File: config.mk
export PLATFORM = sky130hd
export DESIGN_NAME = elevator_direction_scheduler
export DESIGN_NICKNAME = d
export VERILOG_FILES = /design/src/rtl/eds_pkg.sv /design/src/rtl/elevator_direction_scheduler.sv /design/src/rtl/eds_controller.sv /design/src/rtl/eds_datapath.sv
export VERILOG_INCLUDE_DIRS = /design/src /design/src/rtl
export SDC_FILE = /design/constraint.sdc
export NUM_CORES = 1
export LEC_CHECK = 0
export CAP_MARGIN = 20
export CORE_MARGIN = 4
export CORE_UTILIZATION = 53
export CTS_BUF_LIST = sky130_fd_sc_hd__clkbuf_4
export DETAILED_ROUTE_END_ITERATION = 7
export DONT_BUFFER_PORTS = 1
export PLACE_DENSITY_LB_ADDON = 0.1
export SLEW_MARGIN = 30
export SYNTH_ARGS = -nofsm -noshare
export SYNTH_HDL_FRONTEND = slang
export SYNTH_SLANG_ARGS = --single-unit
File: constraint.sdc
create_clock -name clk -period 3.05 [get_ports clk]
set_input_delay 0.61 -clock clk [delete_from_list [all_inputs] [get_ports clk]]
set_output_delay 0.61 -clock clk [all_outputs]
set_load 0.01 [all_outputs]
File: src/rtl/assert_macros.svh
// Assertion macros used by the RTL.
`ifndef ASSERT_MACROS_SVH
`define ASSERT_MACROS_SVH

// Same-cycle implication, disabled while reset is high.
`define ASSERT_IMPLIES(label, clk, rst, ante, cons) \
  label: assert property (@(posedge clk) disable iff (rst) (ante) |-> (cons)) \
    else $error("assertion failed: same-cycle implication");

// Next-cycle implication, disabled while reset is high.
`define ASSERT_NEXT(label, clk, rst, ante, cons) \
  label: assert property (@(posedge clk) disable iff (rst) (ante) |=> (cons)) \
    else $error("assertion failed: next-cycle implication");

`endif

File: src/rtl/eds_pkg.sv
package eds_pkg;

  // Request function codes.
  localparam logic [2:0] FUNC_ADD     = 3'd0;
  localparam logic [2:0] FUNC_SET     = 3'd1;
  localparam logic [2:0] FUNC_DIR     = 3'd2;
  localparam logic [2:0] FUNC_DIR_CLR = 3'd3;
  localparam logic [2:0] FUNC_STOP    = 3'd4;
  localparam logic [2:0] FUNC_CLR_ALL = 3'd5;

  // Motor direction codes.
  localparam logic [1:0] DIR_STOP = 2'd0;
  localparam logic [1:0] DIR_UP   = 2'd1;
  localparam logic [1:0] DIR_DOWN = 2'd2;

  // Button kinds, which are also the bit positions in an order entry.
  localparam logic [1:0] BTN_UP   = 2'd0;
  localparam logic [1:0] BTN_DOWN = 2'd1;
  localparam logic [1:0] BTN_CAB  = 2'd2;

  // Order entry masks.
  localparam logic [2:0] MASK_UP   = 3'b001;
  localparam logic [2:0] MASK_DOWN = 3'b010;
  localparam logic [2:0] MASK_CAB  = 3'b100;

  // Fixed result field widths and the most floors packed into pending_orders.
  localparam int FLOOR_NOW_W = 2;
  localparam int PENDING_W   = 12;
  localparam int PACK_MAX    = 4;

  // Controller states.
  typedef enum logic [2:0] {
    S_IDLE   = 3'b001,
    S_EXEC   = 3'b010,
    S_FINISH = 3'b100
  } eds_state_t;

  // Commands from the controller to the datapath.
  typedef struct packed {
    logic load;
    logic exec;
    logic finish;
  } eds_cmd_t;

endpackage

File: src/rtl/elevator_direction_scheduler.sv
// A request accepted on an edge with start high and busy low gives its result
// with done high after the execute step and then the finish step.
// A new request can be taken in the finish step; busy is high only in the execute step.
// Reset (rst, synchronous, active high) clears all orders, sets the floor to 0 and the
// direction to stop. The receiver cannot stall: each result is shown for one cycle.
`include "assert_macros.svh"

module elevator_direction_scheduler import eds_pkg::*; #(
  parameter int FLOOR_COUNT = 4
) (
  input  logic                   clk,
  input  logic                   rst,
  input  logic                   start,
  output logic                   busy,
  input  logic [2:0]             func,
  input  logic                   at_floor,
  input  logic [1:0]             floor_index,
  input  logic [1:0]             button_kind,
  output logic                   done,
  output logic [1:0]             motor_direction,
  output logic                   should_stop,
  output logic [FLOOR_NOW_W-1:0] floor_now,
  output logic [PENDING_W-1:0]   pending_orders
);

  eds_cmd_t cmd;

  // Sequencing of each request.
  eds_controller u_ctrl (
    .clk   (clk),
    .rst   (rst),
    .start (start),
    .busy  (busy),
    .cmd   (cmd)
  );

  // Order table, floor, direction and result registers.
  eds_datapath #(
    .FLOOR_COUNT (FLOOR_COUNT)
  ) u_dp (
    .clk             (clk),
    .rst             (rst),
    .cmd             (cmd),
    .func            (func),
    .at_floor        (at_floor),
    .floor_index     (floor_index),
    .button_kind     (button_kind),
    .motor_direction (motor_direction),
    .should_stop     (should_stop),
    .floor_now       (floor_now),
    .pending_orders  (pending_orders),
    .done            (done)
  );

  // An accepted request always enters the execute step.
  `ASSERT_NEXT(a_accept_exec, clk, rst, cmd.load, cmd.exec && busy)
  // The execute step always hands over to the finish step.
  `ASSERT_NEXT(a_exec_finish, clk, rst, cmd.exec, cmd.finish && !busy)
  // A result strobe follows a finish step and carries a valid direction code.
  `ASSERT_IMPLIES(a_done_dir, clk, rst, done, motor_direction <= DIR_DOWN)

endmodule

File: src/rtl/eds_controller.sv
module eds_controller import eds_pkg::*; (
  input  logic     clk,
  input  logic     rst,
  input  logic     start,
  output logic     busy,
  output eds_cmd_t cmd
);

  eds_state_t state, state_next;

  // Only the execute step blocks a new request.
  assign busy       = (state == S_EXEC);
  assign cmd.load   = start && !busy;
  assign cmd.exec   = (state == S_EXEC);
  assign cmd.finish = (state == S_FINISH);

  // Next-state logic.
  always_comb begin
    state_next = state;
    unique case (state)
      S_IDLE:   state_next = start ? S_EXEC : S_IDLE;
      S_EXEC:   state_next = S_FINISH;
      S_FINISH: state_next = start ? S_EXEC : S_IDLE;
      default:  state_next = S_IDLE;
    endcase
  end

  // State register.
  always_ff @(posedge clk) begin
    if (rst) begin
      state <= S_IDLE;
    end else begin
      state <= state_next;
    end
  end

endmodule

File: src/rtl/eds_datapath.sv
module eds_datapath import eds_pkg::*; #(
  parameter int FLOOR_COUNT = 4
) (
  input  logic                   clk,
  input  logic                   rst,
  input  eds_cmd_t               cmd,
  input  logic [2:0]             func,
  input  logic                   at_floor,
  input  logic [1:0]             floor_index,
  input  logic [1:0]             button_kind,
  output logic [1:0]             motor_direction,
  output logic                   should_stop,
  output logic [FLOOR_NOW_W-1:0] floor_now,
  output logic [PENDING_W-1:0]   pending_orders,
  output logic                   done
);

  localparam int FW = (FLOOR_COUNT > 2) ? $clog2(FLOOR_COUNT) : 1;
  localparam int PACK_FLOORS = (FLOOR_COUNT < PACK_MAX) ? FLOOR_COUNT : PACK_MAX;
  localparam logic [FW-1:0] TOP_FLOOR = FW'(FLOOR_COUNT - 1);

  // Latched request.
  logic [2:0] func_q;
  logic       at_floor_q;
  logic [1:0] fidx_q;
  logic [1:0] kind_q;

  // Scheduler state.
  logic [2:0]    orders [FLOOR_COUNT];
  logic [FW-1:0] floor_q;
  logic [1:0]    dir_q;

  // Results of the execute step.
  logic [1:0] dir_res;
  logic       stop_res;

  logic          nb, na, nh;
  logic [2:0]    here;
  logic [1:0]    dec_dir;
  logic [FW-1:0] dec_floor;
  logic [1:0]    dec_ret;
  logic          stop_calc;
  logic [2:0]    clr_mask;
  logic [2:0]    fin_orders [FLOOR_COUNT];
  logic [PENDING_W-1:0] pack_next;

  // Order presence below, above and at the current floor.
  always_comb begin
    nb = 1'b1;
    na = 1'b1;
    for (int i = 0; i < FLOOR_COUNT; i++) begin
      if (FW'(i) < floor_q && (|orders[i])) nb = 1'b0;
      if (FW'(i) > floor_q && (|orders[i])) na = 1'b0;
    end
    here = orders[floor_q];
    nh   = (here == 3'b000);
  end

  // Direction decision, including the floor nudge on a reversal between floors.
  always_comb begin
    dec_dir   = dir_q;
    dec_floor = floor_q;
    dec_ret   = DIR_STOP;
    if (at_floor_q) begin
      if (nb && na && nh) begin
        dec_dir = DIR_STOP;
      end else if (dir_q == DIR_UP) begin
        dec_dir = na ? DIR_DOWN : DIR_UP;
      end else if (dir_q == DIR_DOWN) begin
        dec_dir = nb ? DIR_UP : DIR_DOWN;
      end else if (!nh) begin
        if (!nb) dec_dir = DIR_DOWN;
        else if (!na) dec_dir = DIR_UP;
        else dec_dir = DIR_STOP;
      end else begin
        dec_dir = nb ? DIR_UP : DIR_DOWN;
      end
      dec_ret = dec_dir;
    end else if (dir_q == DIR_UP) begin
      if (na) begin
        if (floor_q < TOP_FLOOR) dec_floor = floor_q + FW'(1);
        dec_dir = DIR_DOWN;
      end
      dec_ret = dec_dir;
    end else if (dir_q == DIR_DOWN) begin
      if (nb) begin
        if (floor_q != '0) dec_floor = floor_q - FW'(1);
        dec_dir = DIR_UP;
      end
      dec_ret = dec_dir;
    end
  end

  // Stop check at the current floor.
  always_comb begin
    if (dir_q == DIR_UP) begin
      stop_calc = (|(here & (MASK_UP | MASK_CAB))) || na;
    end else if (dir_q == DIR_DOWN) begin
      stop_calc = (|(here & (MASK_DOWN | MASK_CAB))) || nb;
    end else begin
      stop_calc = 1'b1;
    end
  end

  // Orders served at the current floor, taken after the decision has settled.
  always_comb begin
    if (dir_res == DIR_UP) begin
      clr_mask = MASK_UP | MASK_CAB | (na ? MASK_DOWN : 3'b000);
    end else if (dir_res == DIR_DOWN) begin
      clr_mask = MASK_DOWN | MASK_CAB | (nb ? MASK_UP : 3'b000);
    end else if (!nb) begin
      clr_mask = MASK_DOWN | MASK_CAB;
    end else if (!na) begin
      clr_mask = MASK_UP | MASK_CAB;
    end else begin
      clr_mask = MASK_UP | MASK_DOWN | MASK_CAB;
    end
  end

  // Order table as it stands after the finish step, and its packed view.
  always_comb begin
    for (int i = 0; i < FLOOR_COUNT; i++) begin
      fin_orders[i] = orders[i];
      if (func_q == FUNC_DIR_CLR && FW'(i) == floor_q) begin
        fin_orders[i] = orders[i] & ~clr_mask;
      end
    end
    pack_next = '0;
    for (int i = 0; i < PACK_FLOORS; i++) begin
      pack_next[3*i +: 3] = fin_orders[i];
    end
  end

  // Scheduler state and result strobe.
  always_ff @(posedge clk) begin
    if (rst) begin
      for (int i = 0; i < FLOOR_COUNT; i++) orders[i] <= 3'b000;
      floor_q <= '0;
      dir_q   <= DIR_STOP;
      done    <= 1'b0;
    end else begin
      done <= cmd.finish;
      if (cmd.exec) begin
        case (func_q)
          FUNC_ADD: begin
            if (int'(fidx_q) < FLOOR_COUNT && kind_q <= BTN_CAB) begin
              orders[FW'(fidx_q)][kind_q] <= 1'b1;
            end
          end
          FUNC_SET: begin
            floor_q <= (int'(fidx_q) < FLOOR_COUNT) ? FW'(fidx_q) : TOP_FLOOR;
          end
          FUNC_DIR, FUNC_DIR_CLR: begin
            dir_q   <= dec_dir;
            floor_q <= dec_floor;
          end
          FUNC_CLR_ALL: begin
            for (int i = 0; i < FLOOR_COUNT; i++) orders[i] <= 3'b000;
          end
          default: begin
          end
        endcase
      end
      if (cmd.finish) begin
        for (int i = 0; i < FLOOR_COUNT; i++) orders[i] <= fin_orders[i];
      end
    end
  end

  // Request capture, step results and output registers.
  always_ff @(posedge clk) begin
    if (cmd.load) begin
      func_q     <= func;
      at_floor_q <= at_floor;
      fidx_q     <= floor_index;
      kind_q     <= button_kind;
    end
    if (cmd.exec) begin
      dir_res  <= (func_q == FUNC_DIR || func_q == FUNC_DIR_CLR) ? dec_ret : DIR_STOP;
      stop_res <= (func_q == FUNC_STOP) ? stop_calc : 1'b0;
    end
    if (cmd.finish) begin
      motor_direction <= dir_res;
      should_stop     <= stop_res;
      floor_now       <= FLOOR_NOW_W'(floor_q);
      pending_orders  <= pack_next;
    end
  end

endmodule
==> impl_metrics.toml, run 1 <==
[status]
status = "finished, final reports clean"

[setup_path]
r2r-start = "u_dp.func_q[2]"
required_ns = 3.15
critPathLaunchType = "register"
setup.worst_path.end = "u_dp.orders[3][1]"
critPathKind = "reg -> reg"
reg2reg_to = "u_dp.orders[3][1]"
r2r_slack_ns = 0.58
cp_data_arrival_time_ns = 2.57
ff2ff_path_depth = 4
critPathCaptureType = "register"
crit_fanout = 10
cp-startpoint = "u_dp.func_q[2]"

[placed_design]
dpl.hpwl_mm = 3.94
dpl_worst_slack_ns = 0.750
gp_congestion = 0.869
port_buffers = 0
placed_cell_area_um2 = 2570

[global_route]
grt_remaining_overflow = 0
grt_pass1_vias = 1688
grt_max_degree = 20
antenna_found_initial = 0
grt_pass1_wl_mm = 8.71
track_usage_pct = 18.8

[yosys]
synth_edf_count = 40
synth_nets = 240
synth_most_common_cell = "edfxtp_1"
synth_top_flop_cell = "edfxtp_1"
yosysWarnings = 0
synth_area_um2 = 2520
synthTopCellsByCount = "edfxtp_1, nand2_1, o21ai_0, nor2_1, o21a_1"
syn_inst = 222
synth.area.top_cells = "edfxtp_1, dfxtp_1, o21a_1"
seq_area_frac_synth_pct = 55.6
yosysTopAreaCell = "edfxtp_1"
ys_ff_latch = 50
synth_top_area_share_pct = 47.7
synthArstFlopShare_pct = 0
synth_area_per_cell_um2 = 11.4
ys_types = 49

[detailed_routing]
route.detailed.wl_per_inst_um = 19.0
post-route-drc-count = 0
drtIter0Drc = 341
vias_per_cell = 6.54
drt_wl_total_mm = 5.23
vias = 1805
ant_nets = 0
drt-pass1-iter-count = 4

[floorplan]
io_pins = 30
start_util_pct = 56.3
chipWidth_um = 77.0
design.core.area_um2 = 4470
rows = 24
dieArea_um2 = 5920
die_y_um = 77.0

[run]
cap_viol_max_count = 0

[timing]
finalHoldViolations = 0
fin_hold_ws_ns = 0.291
tns_ns = 0
fin_crit_sh_pct = 80.9
fin_ws_ns = 0.583
rsz0062_at_grt = "false"
layout_min_cycle_time_ns = 2.47
finClkSkew_ns = 0.0116
fmax_mhz = 405
maxSlewViolCount = 0
relSlewSlack_pct = 49.2
worstMarginPinSlew_ns = 0.760
setup-violations-final = 0

[finish]
antenna_cells = 0
design_area_um2 = 2660
layout-drive-gt1-share_pct = 8.93
syn2layout_area_growth_pct = 5.41
nets = 241

[power]
power_w = 0.00122
p_per_area_nw_per_um2 = 458
leakagePower_nw = 0.901
peakVddDrop_v = 0.000346

[clock_network]
cts_tree = "yes"
post-cts-setup-buffers = 0
numCtsBuffers = 5
clk_path_buf_depth = 2
postCtsHoldBufs = 0
cts-root-buf = "clkbuf_4"
cts_sinks = 50
clkSlewWorstSetupHoldPaths_ns = 0.14
h-tree-depth = 2
cts_resized = 0
worst_skew_pair.late_latency_ns = 0.36

[min_path]
hold_path_class = "in -> reg"
[power by group]
group          switching (W)  internal [W]
Sequential         0.0000195      0.000751
Combinational      0.0000395     0.0000244
Clock               0.000199      0.000182
Total               0.000258      0.000957
[cell type report]
type | instances | area [µm²]
inverter | 11 | 41.3
fill | 367 | 1820
clock buffer | 6 | 45.0
multi-input combinational | 153 | 1050
sequential | 50 | 1400
clock inverter | 2 | 37.5
tap | 52 | 65.1
timing repair buffer | 2 | 15.0
[cells by family (layout without fill, tap and decap cells)]
family,Yosys count,in the layout,share of synthesized area (%)
simple gates,75,75,15.4
flops,50,50,55.6
buf+inv,19,21,2.88
fa+ha+maj,7,7,3.48
compound gates,65,65,18.9
mux,4,4,3.08
xor+xnor,2,2,0.695
[worst max-delay path, cell delays in order, from the launching register on]
cell	delay [ns]
edfxtp_1	0.48
nor2b_1	0.63
nand3_1	0.35
o311ai_0	0.57
o21ai_0	0.18
[through the flow]
step,util (%),std cells
finish,59.4,276
global route,59.4,276
CTS,59.4,276
detailed placement,57.5,268
global placement,57.5,268
floorplan,-,222
[layout by cell type, fill, tap and decap left out, types with 7 or more instances in the layout]
cell,n
nor2_1,14
o21ai_0,16
nand2_1,16
dfxtp_1,10
o21a_1,13
inv_1,11
edfxtp_1,40
ha_1,7
nand3_1,7
nor3_1,12
[metal layers]
metal | up-vias | global-route usage (%) | wire, µm
met3 | 11 | 4.10 | 327
met5 | - | 0 | 0
li1 | 851 | - | -
met2 | 74 | 29.9 | 2490
met1 | 869 | 26.0 | 2350
met4 | 0 | 5.43 | 68
[worst min path at each step]
stage | start | to | slack [ns] | cells past startpoint
after floorplan | u_dp.stop_res | u_dp.should_stop | 0.40 | 0
after global placement | u_dp.stop_res | u_dp.should_stop | 0.41 | 0
after detailed placement | u_dp.stop_res | u_dp.should_stop | 0.41 | 0
after CTS | rst | u_dp.dir_q[1] | 0.27 | 1
after global routing | rst | u_dp.dir_q[1] | 0.25 | 1
final | rst | u_dp.dir_q[1] | 0.29 | 1
[state kept, by name, indices dropped and copies added (netlist names), 3 cells and up, named ones only]
register / count
u_dp.orders: 12
u_dp.pending_orders: 12
u_ctrl.state: 3
u_dp.func_q: 3
Note: power is estimated with default switching activity, not from simulation.
==> inputs of run 2 (changes only) <==
clock period = 2.1 ns   (was 3.05 ns; I/O delays follow)
==> impl_metrics.toml, run 2 (synthesized netlist as in run 1, its figures left out) <==
[finish]
nets = 276
antenna_cells = 0
fillers = 349
reg_top3 = "u_dp.orders x12, u_dp.pending_orders x12"
syn2layout_area_growth_pct = 20.1
design_area_um2 = 3030
final_common_cell = "edfxtp_1"
final_cell_mix = "edfxtp_1, buf_4, nand2_1, o21ai_0, nor2_1"
layout-drive-gt1-share_pct = 26.3
final-instance-count-excl-fill = 311

[timing]
worstMarginPinSlew_ns = 0.427
maxSlewViolCount = 0
layout_min_cycle_time_ns = 2.16
setup-violations-final = 1
fmax_mhz = 464
relSlewSlack_pct = 71.5
fin_ws_ns = -0.0559
rsz0062_at_grt = "true"
fin_crit_sh_pct = 103
finalHoldViolations = 0
fin_hold_ws_ns = 0.0888
finClkSkew_ns = 0.0177

[global_route]
track_usage_pct = 20.2
grt_remaining_overflow = 0
antenna_found_initial = 0
grt_max_degree = 16
grt_pass1_vias = 1878
grt_pass1_wl_mm = 9.40

[setup_path]
critPathCaptureType = "register"
cp_data_arrival_time_ns = 2.31
critPathKind = "reg -> reg"
critPathLaunchType = "register"
required_ns = 2.25
crit_fanout = 3

[detailed_routing]
drtIter0Drc = 227
post-route-drc-count = 0
drt-pass1-iter-count = 6
ant_nets = 0
route.detailed.wl_per_inst_um = 19.0
drt_wl_total_mm = 5.92
vias_per_cell = 6.44
vias = 2002

[floorplan]
dieArea_um2 = 5920
design.core.area_um2 = 4470
rows = 24
start_util_pct = 56.3
io_pins = 30
die_y_um = 77.0
chipWidth_um = 77.0

[clock_network]
postCtsHoldBufs = 0
numCtsBuffers = 5
cts_sinks = 50
clk_path_buf_depth = 2
h-tree-depth = 2
cts_tree = "yes"
cts-root-buf = "clkbuf_4"
worst_skew_pair.late_latency_ns = 0.38
clkSlewWorstSetupHoldPaths_ns = 0.14

[power]
p_per_area_nw_per_um2 = 629
leakagePower_nw = 1.10
peakVddDrop_v = 0.000421

[run]
cap_viol_max_count = 0

[status]
status = "finished with violations"
violations = "negative setup slack"

[placed_design]
dp_cells = 298
placed_cell_area_um2 = 2810
dpl.hpwl_mm = 4.38
gp_congestion = 0.950
port_buffers = 0

[min_path]
hold_path_class = "in -> reg"
[run 2: cell count changes in the layout (fill, tap and decap cells not counted), sizes merged]
cell / change
buf: +35
clkinv: +1
bufinv: +1
clkbuf: -1
clkinvlp: -1
[run 2: area by class of cell]
| class | instances | area [µm²] | area share, % |
|---|---|---|---|
| clock buffers | 5 | 37.5 | 1.24 |
| clock inverters | 3 | 63.8 | 2.11 |
| inverters | 11 | 41.3 | 1.36 |
| multi-input cells | 153 | 1120 | 37.2 |
| flip-flops and latches | 50 | 1400 | 46.4 |
| well taps | 52 | 65.1 | 2.15 |
| repair buffers | 37 | 289 | 9.55 |
[run 2: critical path, cell delays in order (launching register included)]
cell,delay [ns]
edfxtp_1,0.45
buf_6,0.15
mux4_2,0.46
or3_4,0.41
o32ai_4,0.21
nor3_1,0.07
and3_1,0.19
[run 2: final timing paths]
check                                       start                to  slack [ns]  cells past startpoint
worst min register to register      u_dp.stop_res  u_dp.should_stop        0.45                      0
worst min-delay path                          rst     u_dp.dir_q[0]        0.09                      1
worst max register to register  u_dp.orders[2][0]   u_dp.dir_res[1]       -0.06                      6
worst max-delay path            u_dp.orders[2][0]   u_dp.dir_res[1]       -0.06                      6
[run 2: report_power, final]
group	internal [W]	switching (W)	leakage (nW)
registers	0.00109	0.0000283	0.465
clock network	0.000367	0.000291	0.0528
logic	0.0000573	0.0000695	0.583
[run 2: what timing repair did]
| item | CTS | global route |
|---|---|---|
| gates resized for setup | 6 | 15 |
| setup endpoints to repair | 9 | 16 |
| pin swaps | 1 | 6 |
| gates cloned | 0 | 0 |
| buffers inserted | 0 | 5 |
[run 2: per-stage QoR]
stage	TNS, ns	worst slack (ns)	total power, W	util, %
after floorplan	0	0.102	0.00121	-
final	-0.0559	-0.0559	0.00190	67.6
after CTS	-0.0486	-0.0484	0.00190	65.4
after global placement	-0.0390	-0.0390	0.00125	62.7
after detailed placement	-0.104	-0.0517	0.00125	62.7
after global routing	-0.535	-0.142	0.00198	67.6
[run 2: per-layer routing]
metal	GRT usage (%)	routed length, µm
met2	33.6	2900
met3	4.80	427
met1	25.9	2500
met5	0	0
met4	6.52	94
==> inputs of run 3 (changes only) <==
==> constraint.sdc (replaced) <==
create_clock -name clk -period 2.1 [get_ports clk]
set_input_delay 0.21 -clock clk [delete_from_list [all_inputs] [get_ports clk]]
set_output_delay 0.21 -clock clk [all_outputs]
set_load 0.01 [all_outputs]
==> impl_metrics.toml, run 3 (synthesized netlist as in run 1, its figures left out) <==
[finish]
design_area_um2 = 3160
nets = 285
final_cell_mix = "edfxtp_1, buf_4, nand2_1"
reg_top3 = "u_dp.orders x12, u_dp.pending_orders x12"
final_common_cell = "edfxtp_1"
layout-drive-gt1-share_pct = 25.0
syn2layout_area_growth_pct = 25.3
antenna_cells = 0
fillers = 325

[setup_path]
reg2reg_to = "u_dp.floor_q[0]"
critPathKind = "reg -> reg"
ff2ff_path_depth = 7
critPathLaunchType = "register"
critPathCaptureType = "register"
cpPeakStageDelay_ns = 0.52
slowest_stage = "or4_1"
cpMostUsedCell = "buf_6"
r2r-start = "u_dp.orders[2][0]"
crit_chain = "buf_6 -> o31ai_4 -> o221ai_4 -> buf_6 -> o32a_1 -> or4_1 -> o31ai_2"
crit_fanout = 5
required_ns = 2.38
cp_data_arrival_time_ns = 2.48
r2r_slack_ns = -0.11

[timing]
relSlewSlack_pct = 73.9
rsz0062_at_grt = "true"
tns_ns = -0.270
setup-violations-final = 3
fin_ws_ns = -0.108
fmax_mhz = 453
fin_hold_ws_ns = 0.0768
maxSlewViolCount = 0
worstMarginPinSlew_ns = 0.388
finClkSkew_ns = 0.00701
fin_crit_sh_pct = 105
layout_min_cycle_time_ns = 2.21
finalHoldViolations = 0

[global_route]
grtUsageMet2_pct = 35.0
grt_pass1_wl_mm = 9.47
grt_max_degree = 19
top_usage_layer = "met2"
use_met3_pct = 5.74
grt_remaining_overflow = 0
globalRouteMet1Util_pct = 25.5
antenna_found_initial = 0
grt_pass1_vias = 1911
track_usage_pct = 20.9

[clock_network]
numCtsBuffers = 5
cts-root-buf = "clkbuf_4"
clk_path_buf_depth = 2
worst_skew_pair.late_latency_ns = 0.36
h-tree-depth = 2
cts_tree = "yes"
clkSlewWorstSetupHoldPaths_ns = 0.14
cts_sinks = 50

[placed_design]
port_buffers = 0
gp_congestion = 0.890
dpl.hpwl_mm = 4.40
placed_cell_area_um2 = 2780

[power]
netSwitchingPower_w = 0.000397
leakagePower_nw = 1.15
pwr-share-clk_pct = 34.2
pwr-share-comb_pct = 7.6
power.share.switching_pct = 20.6
p_per_area_nw_per_um2 = 610
p_int_w = 0.00153
peakVddDrop_v = 0.000453
p_seq_share_pct = 58.2

[detailed_routing]
drt-pass1-iter-count = 5
route.detailed.wl_per_inst_um = 19.3
ant_nets = 0
vias = 2002
drtIter0Drc = 172
drt_wl_total_mm = 6.16
post-route-drc-count = 0
vias_per_cell = 6.26

[floorplan]
dieArea_um2 = 5920
design.core.area_um2 = 4470
chipWidth_um = 77.0
start_util_pct = 56.3
rows = 24
die_y_um = 77.0
io_pins = 30

[min_path]
worst_hold_path.endpoint = "u_dp.floor_q[1]"
min_from = "rst"
hold_path_class = "in -> reg"
hold_path_depth = 2

[status]
status = "finished with violations"
violations = "negative setup slack"

[run]
cap_viol_max_count = 0
run 3: area by class of cell:
class	count	area, µm²	share of cell area, %
Inverter	11	41.3	1.31
Tap cell	52	65.1	2.06
Multi-Input combinational cell	153	1160	36.7
Sequential cell	50	1400	44.5
Clock buffer	5	37.5	1.19
Clock inverter	3	63.8	2.02
Timing Repair Buffer	46	388	12.3
run 3: repair_timing:
item,in CTS,in global routing
gates resized for setup,8,17
hold buffers,10,1
pin swaps,5,6
endpoints found under the hold margin,15,1
setup buffers,1,5
endpoints found under the setup margin,6,21
run 3: critical path, delay by kind of cell, from the launching register on:
kind	cells	cell delay [ns]
DFF	1	0.48
AOI/OAI and AO/OA	4	0.80
buffers and inverters	2	0.32
and+or+nand+nor	1	0.52
run 3: layer usage:
metal,wire (µm),vias to the layer above
met2,3110,76
li1,-,939
met5,0,-
met4,117,0
met1,2620,977
met3,310,10
run 3: how the worst max path moves through the flow:
stage	startpoint	to	slack [ns]	depth (start not counted)
floorplan	register	u_dp.dir_res[1]	0.10	5
global placement	u_dp.orders[2][0]	u_dp.dir_res[1]	-0.04	6
detailed placement	u_dp.orders[2][0]	u_dp.dir_res[1]	-0.08	6
CTS	u_dp.orders[2][1]	u_dp.dir_res[1]	-0.09	6
global route	u_dp.orders[2][0]	u_dp.floor_q[0]	-0.17	7
finish	u_dp.orders[2][0]	u_dp.floor_q[0]	-0.11	7
run 3: through the flow:
step / setup slack [ns] / util, % / power (W) / instances
after floorplan: 0.102 / - / 0.00121 / 222
after global placement: -0.0374 / 62.2 / 0.00125 / 295
after detailed placement: -0.0819 / 62.2 / 0.00125 / 295
after CTS: -0.0864 / 67.9 / 0.00192 / 314
after global routing: -0.174 / 70.6 / 0.00202 / 320
final: -0.108 / 70.6 / 0.00193 / 320
run 3: power by group through the flow:
stage / Sequential, W / Clock (W) / Combinational, W
floorplan: 0.00113 / 0 / 0.0000776
global placement: 0.00114 / 0 / 0.000109
detailed placement: 0.00114 / 0 / 0.000111
CTS: 0.00112 / 0.000673 / 0.000134
global route: 0.00112 / 0.000734 / 0.000158
finish: 0.00112 / 0.000660 / 0.000146
